==> config.mk <==
export PLATFORM = sky130hd
export DESIGN_NAME = multi_timer_table_core
export DESIGN_NICKNAME = d
export VERILOG_FILES = /design/src/sv/mtt_pkg.sv /design/src/sv/mtt_front.sv /design/src/sv/mtt_back.sv /design/src/sv/multi_timer_table_core.sv
export SDC_FILE = /design/constraint.sdc
export NUM_CORES = 2
export LEC_CHECK = 0
export CAP_MARGIN = 20
export CELL_PAD_IN_SITES_DETAIL_PLACEMENT = 0
export CELL_PAD_IN_SITES_GLOBAL_PLACEMENT = 1
export CORE_MARGIN = 2
export CORE_UTILIZATION = 55
export CTS_CLUSTER_SIZE = 12
export DETAILED_ROUTE_END_ITERATION = 6
export DONT_BUFFER_PORTS = 1
export MAX_ROUTING_LAYER = met4
export PLACE_DENSITY = 0.83
export RECOVER_POWER = 50
export SETUP_SLACK_MARGIN = 0.5
export SLEW_MARGIN = 20
export SYNTH_ARGS = -nofsm -noshare
export SYNTH_HDL_FRONTEND = slang
export SYNTH_SLANG_ARGS = --single-unit
==> constraint.sdc <==
create_clock -name clk -period 15.9 [get_ports clk]
set_input_delay 2.385 -clock clk [delete_from_list [all_inputs] [get_ports clk]]
set_output_delay 2.385 -clock clk [all_outputs]
set_load 0.02 [all_outputs]
==> src/sv/mtt_pkg.sv <==
// ============================================================================
// mtt_pkg: shared types and constants of the timer table
// Action and result codes, register indexes and the front-to-back queue entry.
// ============================================================================
package mtt_pkg;

    localparam int SLOTS_DEFAULT = 16;
    localparam int QUEUE_DEPTH   = 2;

    typedef enum logic [1:0] {
        ACT_ADD    = 2'd0,
        ACT_CANCEL = 2'd1,
        ACT_TICK   = 2'd2,
        ACT_NONE   = 2'd3
    } action_t;

    typedef enum logic [2:0] {
        KIND_ADDED     = 3'd0,
        KIND_FULL      = 3'd1,
        KIND_CANCELLED = 3'd2,
        KIND_NOT_FOUND = 3'd3,
        KIND_FIRED     = 3'd4
    } kind_t;

    localparam logic REG_DUE_THRESHOLD = 1'b0;
    localparam logic REG_MIN_REPEAT    = 1'b1;

    // One classified item as it travels from the front to the back.
    typedef struct packed {
        action_t     action;
        logic [31:0] value;
        logic        repeats;
        logic [15:0] timer_id;
    } cmd_t;

    typedef enum logic [1:0] {
        ST_IDLE  = 2'd0,
        ST_WALK  = 2'd1,
        ST_FLUSH = 2'd2
    } back_state_t;

endpackage

==> src/sv/mtt_front.sv <==
// ============================================================================
// mtt_front: item intake and classification
// Takes items, clamps periodic intervals, selects the time operand and
// queues the command for the back end.
// ============================================================================
module mtt_front (
    input  logic              clk,
    input  logic              rst_n,
    input  logic              start,
    output logic              busy,
    input  logic [1:0]        action,
    input  logic [31:0]       interval,
    input  logic              repeats,
    input  logic [15:0]       timer_id,
    input  logic [31:0]       dt,
    input  logic [15:0]       min_repeat,
    output mtt_pkg::cmd_t     cmd,
    output logic              cmd_valid,
    input  logic              cmd_pop
);
    import mtt_pkg::*;

    cmd_t       q_reg [QUEUE_DEPTH];
    logic [1:0] cnt_reg, cnt_next;
    logic       wr_reg, rd_reg;
    logic       push;
    cmd_t       in_cmd;

    assign busy      = (cnt_reg == 2'(QUEUE_DEPTH));
    assign push      = start && !busy && (action != ACT_NONE);
    assign cmd_valid = (cnt_reg != 2'd0);
    assign cmd       = q_reg[rd_reg];

    // Classify and clamp the item before it enters the queue.
    always_comb
    begin
        in_cmd.action   = action_t'(action);
        in_cmd.repeats  = repeats;
        in_cmd.timer_id = timer_id;
        if (action == ACT_TICK)
            in_cmd.value = dt;
        else if (repeats && interval < {16'd0, min_repeat})
            in_cmd.value = {16'd0, min_repeat};
        else
            in_cmd.value = interval;
    end

    always_comb
    begin
        cnt_next = cnt_reg + {1'b0, push} - {1'b0, cmd_pop};
    end

    // Queue control.
    always_ff @(posedge clk or negedge rst_n)
    begin
        if (!rst_n)
        begin
            cnt_reg <= '0;
            wr_reg  <= 1'b0;
            rd_reg  <= 1'b0;
        end
        else
        begin
            cnt_reg <= cnt_next;
            if (push)
                wr_reg <= ~wr_reg;
            if (cmd_pop)
                rd_reg <= ~rd_reg;
        end
    end

    // Queue storage.
    always_ff @(posedge clk)
    begin
        if (push)
            q_reg[wr_reg] <= in_cmd;
    end

    a_no_pop_empty: assert property (@(posedge clk) disable iff (!rst_n)
        cmd_pop |-> cmd_valid) else $error("pop from empty queue");
    a_cnt_range: assert property (@(posedge clk) disable iff (!rst_n)
        cnt_reg <= 2'(QUEUE_DEPTH)) else $error("queue overflow");
    a_push_cnt: assert property (@(posedge clk) disable iff (!rst_n)
        (push && !cmd_pop) |=> cnt_reg == $past(cnt_reg) + 2'd1)
        else $error("queue count lost a push");

endmodule

==> src/sv/mtt_back.sv <==
// ============================================================================
// mtt_back: timer table execution
// Holds the table, carries out add, cancel and tick, and drives results.
// A tick walks the table one entry a cycle and compacts it as it goes.
// ============================================================================
module mtt_back #(
    parameter int SLOTS = mtt_pkg::SLOTS_DEFAULT
) (
    input  logic              clk,
    input  logic              rst_n,
    input  mtt_pkg::cmd_t     cmd,
    input  logic              cmd_valid,
    output logic              cmd_pop,
    input  logic [15:0]       due_threshold,
    output logic              done,
    output logic [2:0]        kind,
    output logic [15:0]       result_id,
    output logic              last
);
    import mtt_pkg::*;

    localparam int IW = (SLOTS > 1) ? $clog2(SLOTS) : 1;
    localparam int CW = $clog2(SLOTS + 1);

    logic [15:0] id_mem [SLOTS];
    logic [31:0] ivl_mem [SLOTS];
    logic [33:0] rem_mem [SLOTS];
    logic        per_mem [SLOTS];
    logic        dead_mem [SLOTS];

    back_state_t state_reg, state_next;
    logic [CW-1:0] count_reg, count_next;
    logic [CW-1:0] rd_reg, rd_next;
    logic [CW-1:0] keep_reg, keep_next;
    logic [15:0]   next_id_reg, next_id_next;
    logic [31:0]   dt_reg, dt_next;
    logic          pend_reg, pend_next;
    logic [15:0]   pend_id_reg, pend_id_next;
    logic          done_reg, done_next;
    logic [2:0]    kind_reg, kind_next;
    logic [15:0]   rid_reg, rid_next;
    logic          last_reg, last_next;

    // Cancel search over the live prefix.
    logic          hit;
    logic [IW-1:0] hit_idx;
    always_comb
    begin
        hit     = 1'b0;
        hit_idx = '0;
        for (int i = SLOTS - 1; i >= 0; i--)
        begin
            if (CW'(i) < count_reg && !dead_mem[i] && id_mem[i] == cmd.timer_id)
            begin
                hit     = 1'b1;
                hit_idx = IW'(i);
            end
        end
    end

    // One entry of the walk.
    logic [IW-1:0] ri, ki;
    logic [33:0]   sub, rel, new_rem;
    logic          alive, fire, keep_it;
    always_comb
    begin
        ri      = rd_reg[IW-1:0];
        ki      = keep_reg[IW-1:0];
        alive   = !dead_mem[ri];
        sub     = rem_mem[ri] - {2'b00, dt_reg};
        fire    = alive && ($signed(sub) <= $signed({18'd0, due_threshold}));
        rel     = sub + {2'b00, ivl_mem[ri]};
        if (!fire)
            new_rem = sub;
        else if (rel[33])
            new_rem = {2'b00, ivl_mem[ri]};
        else
            new_rem = rel;
        keep_it = alive && !(fire && !per_mem[ri]);
    end

    // Sequencer.
    logic          wr_add, wr_cancel, wr_walk;
    always_comb
    begin
        state_next   = state_reg;
        count_next   = count_reg;
        rd_next      = rd_reg;
        keep_next    = keep_reg;
        next_id_next = next_id_reg;
        dt_next      = dt_reg;
        pend_next    = pend_reg;
        pend_id_next = pend_id_reg;
        done_next    = 1'b0;
        kind_next    = kind_reg;
        rid_next     = rid_reg;
        last_next    = 1'b0;
        cmd_pop      = 1'b0;
        wr_add       = 1'b0;
        wr_cancel    = 1'b0;
        wr_walk      = 1'b0;
        case (state_reg)
            ST_IDLE:
            begin
                if (cmd_valid)
                begin
                    cmd_pop = 1'b1;
                    case (cmd.action)
                        ACT_ADD:
                        begin
                            done_next = 1'b1;
                            last_next = 1'b1;
                            if (count_reg == CW'(SLOTS))
                            begin
                                kind_next = KIND_FULL;
                                rid_next  = '0;
                            end
                            else
                            begin
                                wr_add       = 1'b1;
                                kind_next    = KIND_ADDED;
                                rid_next     = next_id_reg;
                                count_next   = count_reg + 1'b1;
                                next_id_next = next_id_reg + 16'd1;
                            end
                        end
                        ACT_CANCEL:
                        begin
                            done_next = 1'b1;
                            last_next = 1'b1;
                            rid_next  = cmd.timer_id;
                            wr_cancel = hit;
                            kind_next = hit ? KIND_CANCELLED : KIND_NOT_FOUND;
                        end
                        ACT_TICK:
                        begin
                            dt_next    = cmd.value;
                            rd_next    = '0;
                            keep_next  = '0;
                            pend_next  = 1'b0;
                            state_next = ST_WALK;
                        end
                        default:
                        begin
                        end
                    endcase
                end
            end
            ST_WALK:
            begin
                if (rd_reg == count_reg)
                begin
                    count_next = keep_reg;
                    state_next = ST_FLUSH;
                end
                else
                begin
                    wr_walk = keep_it;
                    if (keep_it)
                        keep_next = keep_reg + 1'b1;
                    rd_next = rd_reg + 1'b1;
                    if (fire)
                    begin
                        // Hold one fired id back so the final one can carry last.
                        if (pend_reg)
                        begin
                            done_next = 1'b1;
                            kind_next = KIND_FIRED;
                            rid_next  = pend_id_reg;
                        end
                        pend_next    = 1'b1;
                        pend_id_next = id_mem[ri];
                    end
                end
            end
            ST_FLUSH:
            begin
                if (pend_reg)
                begin
                    done_next = 1'b1;
                    last_next = 1'b1;
                    kind_next = KIND_FIRED;
                    rid_next  = pend_id_reg;
                end
                pend_next  = 1'b0;
                state_next = ST_IDLE;
            end
            default:
            begin
                state_next = ST_IDLE;
            end
        endcase
    end

    always_ff @(posedge clk or negedge rst_n)
    begin
        if (!rst_n)
        begin
            state_reg   <= ST_IDLE;
            count_reg   <= '0;
            rd_reg      <= '0;
            keep_reg    <= '0;
            next_id_reg <= '0;
            pend_reg    <= 1'b0;
            done_reg    <= 1'b0;
            last_reg    <= 1'b0;
        end
        else
        begin
            state_reg   <= state_next;
            count_reg   <= count_next;
            rd_reg      <= rd_next;
            keep_reg    <= keep_next;
            next_id_reg <= next_id_next;
            pend_reg    <= pend_next;
            done_reg    <= done_next;
            last_reg    <= last_next;
        end
    end

    always_ff @(posedge clk)
    begin
        dt_reg      <= dt_next;
        pend_id_reg <= pend_id_next;
        kind_reg    <= kind_next;
        rid_reg     <= rid_next;
    end

    // Table writes: append, cancel mark, and compacting write-back.
    always_ff @(posedge clk)
    begin
        if (wr_add)
        begin
            id_mem[count_reg[IW-1:0]]   <= next_id_reg;
            ivl_mem[count_reg[IW-1:0]]  <= cmd.value;
            rem_mem[count_reg[IW-1:0]]  <= {2'b00, cmd.value};
            per_mem[count_reg[IW-1:0]]  <= cmd.repeats;
            dead_mem[count_reg[IW-1:0]] <= 1'b0;
        end
        else if (wr_cancel)
        begin
            dead_mem[hit_idx] <= 1'b1;
        end
        else if (wr_walk)
        begin
            id_mem[ki]   <= id_mem[ri];
            ivl_mem[ki]  <= ivl_mem[ri];
            rem_mem[ki]  <= new_rem;
            per_mem[ki]  <= per_mem[ri];
            dead_mem[ki] <= 1'b0;
        end
    end

    assign done      = done_reg;
    assign kind      = kind_reg;
    assign result_id = rid_reg;
    assign last      = last_reg;

    a_count_max: assert property (@(posedge clk) disable iff (!rst_n)
        count_reg <= CW'(SLOTS)) else $error("entry count out of range");
    a_keep_le_rd: assert property (@(posedge clk) disable iff (!rst_n)
        state_reg == ST_WALK |-> keep_reg <= rd_reg) else $error("compaction overran");
    a_last_done: assert property (@(posedge clk) disable iff (!rst_n)
        last_reg |-> done_reg) else $error("last without result");
    a_pop_idle: assert property (@(posedge clk) disable iff (!rst_n)
        cmd_pop |-> state_reg == ST_IDLE) else $error("pop while busy");

endmodule

==> src/sv/multi_timer_table_core.sv <==
// ============================================================================
// multi_timer_table_core: table of one-shot and periodic timers
// Top level: configuration registers, intake front end and table back end.
// ============================================================================
// Results come out on done/kind/result_id/last, one per cycle, and cannot be
// stalled. An add or a cancel gives its single result through the command
// queue and then the registered result outputs. A tick is taken from the
// queue in the idle state, walks the table one entry per cycle in the back
// end and ends in a closing state that sends the final fired id; fired
// ids come out during the walk, the last one flagged by last. A two-entry
// command queue lets start be taken while a tick is still walking; busy rises
// only when that queue is full.
module multi_timer_table_core #(
    parameter int SLOTS = mtt_pkg::SLOTS_DEFAULT
) (
    input  logic        clk,
    input  logic        rst_n,
    input  logic        start,
    output logic        busy,
    input  logic [1:0]  action,
    input  logic [31:0] interval,
    input  logic        repeats,
    input  logic [15:0] timer_id,
    input  logic [31:0] dt,
    input  logic        cfg_valid,
    output logic        cfg_ready,
    input  logic        cfg_index,
    input  logic [15:0] cfg_data,
    output logic        done,
    output logic [2:0]  kind,
    output logic [15:0] result_id,
    output logic        last
);
    import mtt_pkg::*;

    logic [15:0] due_reg, minrep_reg;
    cmd_t        cmd;
    logic        cmd_valid, cmd_pop;

    assign cfg_ready = 1'b1;

    // Configuration registers.
    always_ff @(posedge clk or negedge rst_n)
    begin
        if (!rst_n)
        begin
            due_reg    <= 16'd7;
            minrep_reg <= 16'd273;
        end
        else if (cfg_valid)
        begin
            if (cfg_index == REG_DUE_THRESHOLD)
                due_reg <= cfg_data;
            else
                minrep_reg <= cfg_data;
        end
    end

    mtt_front u_front (
        .clk(clk), .rst_n(rst_n), .start(start), .busy(busy),
        .action(action), .interval(interval), .repeats(repeats),
        .timer_id(timer_id), .dt(dt), .min_repeat(minrep_reg),
        .cmd(cmd), .cmd_valid(cmd_valid), .cmd_pop(cmd_pop)
    );

    mtt_back #(.SLOTS(SLOTS)) u_back (
        .clk(clk), .rst_n(rst_n), .cmd(cmd), .cmd_valid(cmd_valid),
        .cmd_pop(cmd_pop), .due_threshold(due_reg), .done(done),
        .kind(kind), .result_id(result_id), .last(last)
    );

endmodule
After elaboration in Yosys (flattened, before gate mapping). Memories as Yosys holds them, arrays and structs flattened. Cells that the tools add are included. Widths: inputs -> output; s select.

Flip-flop bits (word level): 139. Memory bits (writable): 1446. Input bits: 104. Output and inout port bits: 23. Logic and storage cells: 288. Memories: 6.

Memories: u_back.rem_mem (depth 16, bits a word 34, rd ports 1, clocked after Yosys merged registers in 0, wr ports 1, RTL line mtt_back.sv:27) `logic [33:0] rem_mem [SLOTS];`; u_back.ivl_mem (depth 16, bits a word 32, rd ports 1, clocked after Yosys merged registers in 0, wr ports 1, RTL line mtt_back.sv:26) `logic [31:0] ivl_mem [SLOTS];`; u_back.id_mem (depth 16, bits a word 16, rd ports 17, clocked after Yosys merged registers in 0, wr ports 1, RTL line mtt_back.sv:25) `logic [15:0] id_mem [SLOTS];`; u_front.q_reg (depth 2, bits a word 51, rd ports 1, clocked after Yosys merged registers in 0, wr ports 1, RTL line mtt_front.sv:23) `cmd_t q_reg [QUEUE_DEPTH];`; u_back.dead_mem (depth 16, bits a word 1, rd ports 17, clocked after Yosys merged registers in 0, wr ports 1, RTL line mtt_back.sv:29) `logic dead_mem [SLOTS];`; u_back.per_mem (depth 16, bits a word 1, rd ports 1, clocked after Yosys merged registers in 0, wr ports 1, RTL line mtt_back.sv:28) `logic per_mem [SLOTS];`.

Add/subtract/negate cells: 8. Magnitude comparators: 18. Equality and inequality tests: 34. Mux-type cells: 119. Bitwise operators: 5. Reduce and logical (&&, ||, !) cells: 81.

Operator list (number): $eq 16x16->1 (16); $mux 16 (6); $mux 32 (3); $mux 4 (22); $mux 34 (2); $mux 1 (58); $pmux 16 s3 (1); $mux 5 (9); $lt 4x5->1 const A (8); $logic_and 1x1->1 (38); $add 34x32->34 (1); $le 34x17->1 (1); $reduce_or 34->1 (1); $sub 34x32->34 (1); $mux 33 (1); $lt 32x16->1 (1); $pmux 16 s2 (1); $reduce_or 32->1 (1); $pmux 5 s2 (3); $logic_not 1->1 (20); $lt 3x5->1 const A (4); $reduce_and 5->1 (4); $add 16x1->16 const B (1); $reduce_or 16->1 (1); other kinds (28) (61).

Depth between registers and ports, before layout. An unclocked memory read counts as a cell.

Depth after elaboration: 29. Mapped depth: 34. Gate-level depth less buffers: 25.

Hierarchy. A second synthesis with hierarchy kept.

Cells, all modules: 4165. Area total of the unflattened synthesis: 70893.0 µm².

By module, submodules not included: mtt_back (times used 1, cells an instance 3786, area each 64813.4 µm², sequential area each 43271.5 µm²); mtt_front (times used 1, cells an instance 308, area each 4808.4 µm², sequential area each 3163.0 µm²); multi_timer_table_core (times used 1, cells an instance 71, area each 1271.2 µm², sequential area each 808.3 µm²).

Least setup slack after synthesis. No wires, ideal clock.

Path type: flip-flop to flip-flop. From: reg u_back.rd_reg[0]. To: mem u_back.id_mem[0][0], enable pin. Library setup time: 0.552 ns. Arrival time: 11.213 ns. Data required time: 15.348 ns. Path slack: 4.135 ns. Stages on the path, launching flop included: 33. Path buffers: 9. Clock period less this slack: 11.765 ns. Path through: dfrtp_1 buf_6 buf_6 buf_6 buf_6 buf_2 buf_2 buf_2 buf_1 mux4_2 mux4_2 ha_1 o211ai_1 a21oi_1 nor3_1 o21ai_0 nand2_1 nand3_1 a21oi_1 xnor2_1 ha_1 a21oi_1 o21ai_0 a21oi_1 a41oi_1 nor4_1 nand4_1 or3_1 o31a_1 nand2_1 buf_2 nand3_1 a21oi_1.

Longest elaborated chain between the ends: 15. Elaborated cells on any way between the ends: 21. Classes of those cells: add/sub: 1; order compare: 1; eq/ne: 1; mux: 8; reduce/logical: 7; memory: 3.

Ends and longest elaborated chain: start: declaration (RTL line mtt_back.sv:33) `logic [CW-1:0] rd_reg, rd_next;`; start signal: assignment (RTL line mtt_back.sv:212) `rd_reg <= rd_next;`; $mem_v2 16x34; $sub 34x32->34 (RTL line mtt_back.sv:70) `sub = rem_mem[ri] - {2'b00, dt_reg};`; $le 34x17->1 (RTL line mtt_back.sv:71) `fire = alive && ($signed(sub) <= $signed({18'd0, due_threshold}));`; $logic_and 1x1->1 (RTL line mtt_back.sv:71); $logic_and 1x1->1 (RTL line mtt_back.sv:79) `keep_it = alive && !(fire && !per_mem[ri]);`; $logic_not 1->1 (RTL line mtt_back.sv:79); $logic_and 1x1->1 (RTL line mtt_back.sv:79); $mux 1 (*) (RTL line mtt_back.sv:151) `if (rd_reg == count_reg)`; $mux 1 (*) (RTL line mtt_back.sv:102) `case (state_reg)`; $mux 1 (*) (RTL line mtt_back.sv:244) `else if (wr_walk)`; $mux 1 (*) (RTL line mtt_back.sv:240) `else if (wr_cancel)`; $mux 1 (*) (RTL line mtt_back.sv:232) `if (wr_add)`; $mux 1 (not written as such) (*) (RTL line mtt_back.sv:246) `id_mem[ki] <= id_mem[ri];`; $reduce_or 16->1 (no line); $mux 4 (no line) / $mux 1 (equally long branches); end: declaration (RTL line mtt_back.sv:25).

Mark *: on every way between the ends. The rest lies on a longest branch, timed or not.

Final worst setup path.
From: reg u_front.rd_reg. To: mem u_back.id_mem[8][1], enable pin.

Longest elaborated chain between the ends: 27. Elaborated cells on any way between the ends: 65. Classes of those cells: eq/ne: 17; mux: 29; reduce/logical: 18; memory: 1.

Ends and longest elaborated chain: start: declaration (RTL line mtt_front.sv:25) `logic wr_reg, rd_reg;`; start signal: assignment (RTL line mtt_front.sv:68) `rd_reg <= ~rd_reg;`; $mem_v2 2x51 (*); $eq 16x16->1 (RTL line mtt_back.sv:53) `if (CW'(i) < count_reg && !dead_mem[i] && id_mem[i] == cmd.timer_id)`; $logic_and 1x1->1 (RTL line mtt_back.sv:53); $mux 1 (16 in series) (RTL line mtt_back.sv:53); $mux 1 (RTL line mtt_back.sv:108) `case (cmd.action)`; $mux 1 (RTL line mtt_back.sv:105) `if (cmd_valid)`; $mux 1 (RTL line mtt_back.sv:102); $mux 1 (RTL line mtt_back.sv:240); $mux 1 (RTL line mtt_back.sv:232); $mux 1 (not written as such) (RTL line mtt_back.sv:246); $reduce_or 16->1 (no line); $mux 4 (no line) / $mux 1 (equally long branches).

Marks and branches as above.

==> flow_metrics.py <==
metrics = {
    "outcome": {
        "status": "complete, but fails checks",
        "failed_checks": "DRC, capacitance limit, slew limit",
    },
    "clock_tree": {
        "cts_root_buffer": "clkbuf_16",
        "cts_buffer_depth": 3,
        "postCtsSetupBuffers": 0,
        "clkLatencyLatePin_ns": 0.81,
        "clock_sinks": 1585,
        "cts_hold_buf": 0,
        "cts_tree": "built",
        "path_clk_slew_ns": 0.06,
        "htreeDepth": 4,
        "ctsResizeCount": 0,
        "cts_made_buffers": 160,
    },
    "worst_setup_path": {
        "path_max_fanout": 38,
        "critical_path_required_ns": 16.29,
        "cp.arrival_ns": 13.33,
        "startpoint_type": "flip-flop",
        "end_kind": "flip-flop",
        "path_class": "reg -> reg",
    },
    "layout": {
        "diodes": 0,
        "top_regs": "u_back.rem_mem x544, u_back.ivl_mem x512, u_back.id_mem x256",
        "top_register": "u_back.rem_mem",
        "fill_cells": 8996,
        "largest_reg_flops": 544,
        "fin_area_um2": 77800,
        "nets": 4469,
        "seq_area_um2": 47300,
        "layout-drive-gt1-share": 0.181,
        "area_growth_pct": 9.82,
        "multi_input_area_um2": 22600,
    },
    "die": {
        "dieArea_um2": 132000,
        "core_area_um2": 128000,
        "core.rowCount": 131,
        "die_w_um": 363,
        "io_pins": 127,
        "start_util": 0.555,
        "die_y_um": 363,
    },
    "timing": {
        "hold_violations": 0,
        "finalSetupViolations": 0,
        "worst_pin_slew_ns": 3.56,
        "period_needed_ns": 12.94,
        "clock_skew_ns": 0.0429,
        "fmax_mhz": 77.3,
        "finalSetupTns_ns": 0,
        "period_share": 0.814,
        "timing.final.max_slew_violations": 429,
        "slew_headroom": -1.38,
        "rsz0062_at_grt": "no",
    },
    "routing": {
        "drtIter0Drc": 5103,
        "drcViolationCount": 9,
        "wl_per_cell_um": 32.5,
        "antenna_left": 0,
        "avgViaCountPerCell": 6.78,
        "totalWireLength_mm": 195,
        "via_count": 40800,
        "drtPass1Iterations": 7,
    },
    "global_routing": {
        "grt_pass1_wl_mm": 282,
        "grt-ovfl-total": 0,
        "grt_max_degree": 111,
        "grtUsageTotal": 0.308,
        "antenna_found_initial": 1,
        "grt_pass1_vias": 40200,
    },
    "placement": {
        "port_buffers": 0,
        "place_area_um2": 73200,
        "dpl.hpwl_mm": 121,
        "gp_congestion": 0.975,
    },
    "synth": {
        "async_reset_ff_frac": 0.0454,
        "synth_edf_count": 1513,
        "ys.flop_type": "edfxtp_1",
        "syn_avg_cell_area_um2": 16.9,
        "syn_inst": 4182,
        "synth_cell_types": 95,
        "yosysWarnings": 0,
        "synth_seq_cells": 1585,
        "synth_seq_area_share": 0.666,
        "netlist_area_um2": 70900,
    },
    "pwr": {
        "peakVddDrop_mv": 0.154,
        "leakagePower_uw": 0.0248,
        "power_uw": 18100,
        "powerDensity_nw_per_um2": 232,
    },
    "hold_path": {
        "hold_path_class": "reg -> reg",
    },
    "flow_run": {
        "cap_violations": 14,
    },
}
## placed cells by master, fill, tap and decap left out, types with 13 or more instances in the layout
cell	count
edfxtp_1	1513
mux4_2	416
xnor2_1	308
nor2_1	243
nand2_1	208
clkbuf_16	164
a21oi_1	125
nor4_1	112
ha_1	104
inv_1	101
o21ai_0	83
clkbuf_1	70
buf_4	67
dfrtp_1	63
nor3_1	61
nand3_1	53
mux2_1	46
a31oi_1	36
a21o_1	34
nand4_1	31
mux2i_1	27
xor2_1	25
mux2_2	25
a211oi_1	23
and3_1	20
or3_1	20
nor2b_1	19
a221oi_1	17
conb_1	17
o211ai_1	16
mux2i_4	16
o21a_1	15
and2_1	15
nor2_4	14
nand2b_1	13
a22oi_1	13
## area by class of cell
class / count / share of cell area
inverters: 101 / 0.00487
multi-input cells: 2317 / 0.291
flip-flops and latches: 1585 / 0.607
clock buffers: 218 / 0.0558
repair buffers: 94 / 0.00932
clock inverters: 39 / 0.00545
well taps: 1662 / 0.0267
## Yosys cell counts (all sizes together), types with 13 or more instances
cell type | instances | area [um2]
edfxtp | 1513 | 45400
mux4 | 416 | 9370
xnor2 | 308 | 2700
nor2 | 261 | 990
nand2 | 208 | 781
a21oi | 139 | 699
nor4 | 115 | 747
ha | 104 | 1300
inv | 101 | 379
clkbuf | 99 | 372
buf | 95 | 537
o21ai | 88 | 444
mux2 | 71 | 800
dfrtp | 66 | 1650
nor3 | 61 | 305
nand3 | 53 | 265
mux2i | 43 | 568
a31oi | 37 | 246
a21o | 34 | 255
nand4 | 31 | 194
xor2 | 25 | 219
a211oi | 24 | 185
and2 | 21 | 131
and3 | 20 | 125
nor2b | 20 | 125
or3 | 20 | 125
a221oi | 18 | 170
o211ai | 16 | 120
o21a | 15 | 113
nand2b | 14 | 87.6
o31ai | 14 | 138
a22oi | 13 | 97.6
## power breakdown
group | switching, uW | internal (uW) | leakage, uW
Combinational | 5460 | 3020 | 0.00782
Sequential | 259 | 5790 | 0.0146
Clock | 1560 | 2000 | 0.00232
## critical path, stage by stage, from the launching register on
cell	delay, ns
dfrtp_1	1.36
clkbuf_1	2.24
mux2i_4	0.46
clkbuf_1	1.63
xnor2_1	0.29
nor4_1	0.14
nand3_1	0.12
nor2_1	0.07
nor4_1	0.66
nand4_1	0.53
nand2_1	0.30
nand2_1	0.22
nor2_1	1.29
a31oi_1	0.58
a21oi_1	1.62
clkbuf_1	0.97
## per-stage QoR
stage / hold slack (ns) / util / setup slack [ns] / instances
finish: 0.524 / 0.610 / 2.97 / 6016
global route: 0.558 / 0.610 / 2.16 / 6016
CTS: 0.527 / 0.610 / 4.80 / 6014
detailed placement: 0.514 / 0.573 / 4.81 / 5757
global placement: 0.512 / 0.573 / 4.96 / 5756
floorplan: 0.460 / - / 4.14 / 4197
## cells by family after synthesis
family	after synthesis	synth area share
mux	530	0.151
buf+inv	295	0.0182
simple gates	849	0.0576
other cells	2	0.000106
flops	1585	0.666
compound gates	482	0.0461
fa+ha+maj	106	0.0189
xor+xnor	333	0.0411
## final timing paths
kind,start,to,slack [ns],depth (start not counted)
worst max-delay path,u_front.rd_reg,u_back.id_mem[8][1],2.97,15
worst min-delay path,u_back.pend_id_reg[5],u_back.result_id[5],0.52,2
worst max register to register,u_front.rd_reg,u_back.id_mem[8][1],2.97,15
worst min register to register,u_back.pend_id_reg[5],u_back.result_id[5],0.52,2
max in group asynchronous,rst_n,due_reg[1],14.36,0
min in group asynchronous,rst_n,u_front.wr_reg,1.29,0
## routing by layer
metal | vias up | global-route usage | part of all wire | routed length (um)
li1 | 16800 | - | - | -
met1 | 21100 | 0.405 | 0.38 | 74500
met2 | 2394 | 0.485 | 0.49 | 94900
met3 | 468 | 0.0473 | 0.087 | 17100
met4 | 0 | 0.128 | 0.046 | 9050
met5 | - | - | 0 | 0
Note: power is estimated with default switching activity, not from simulation.
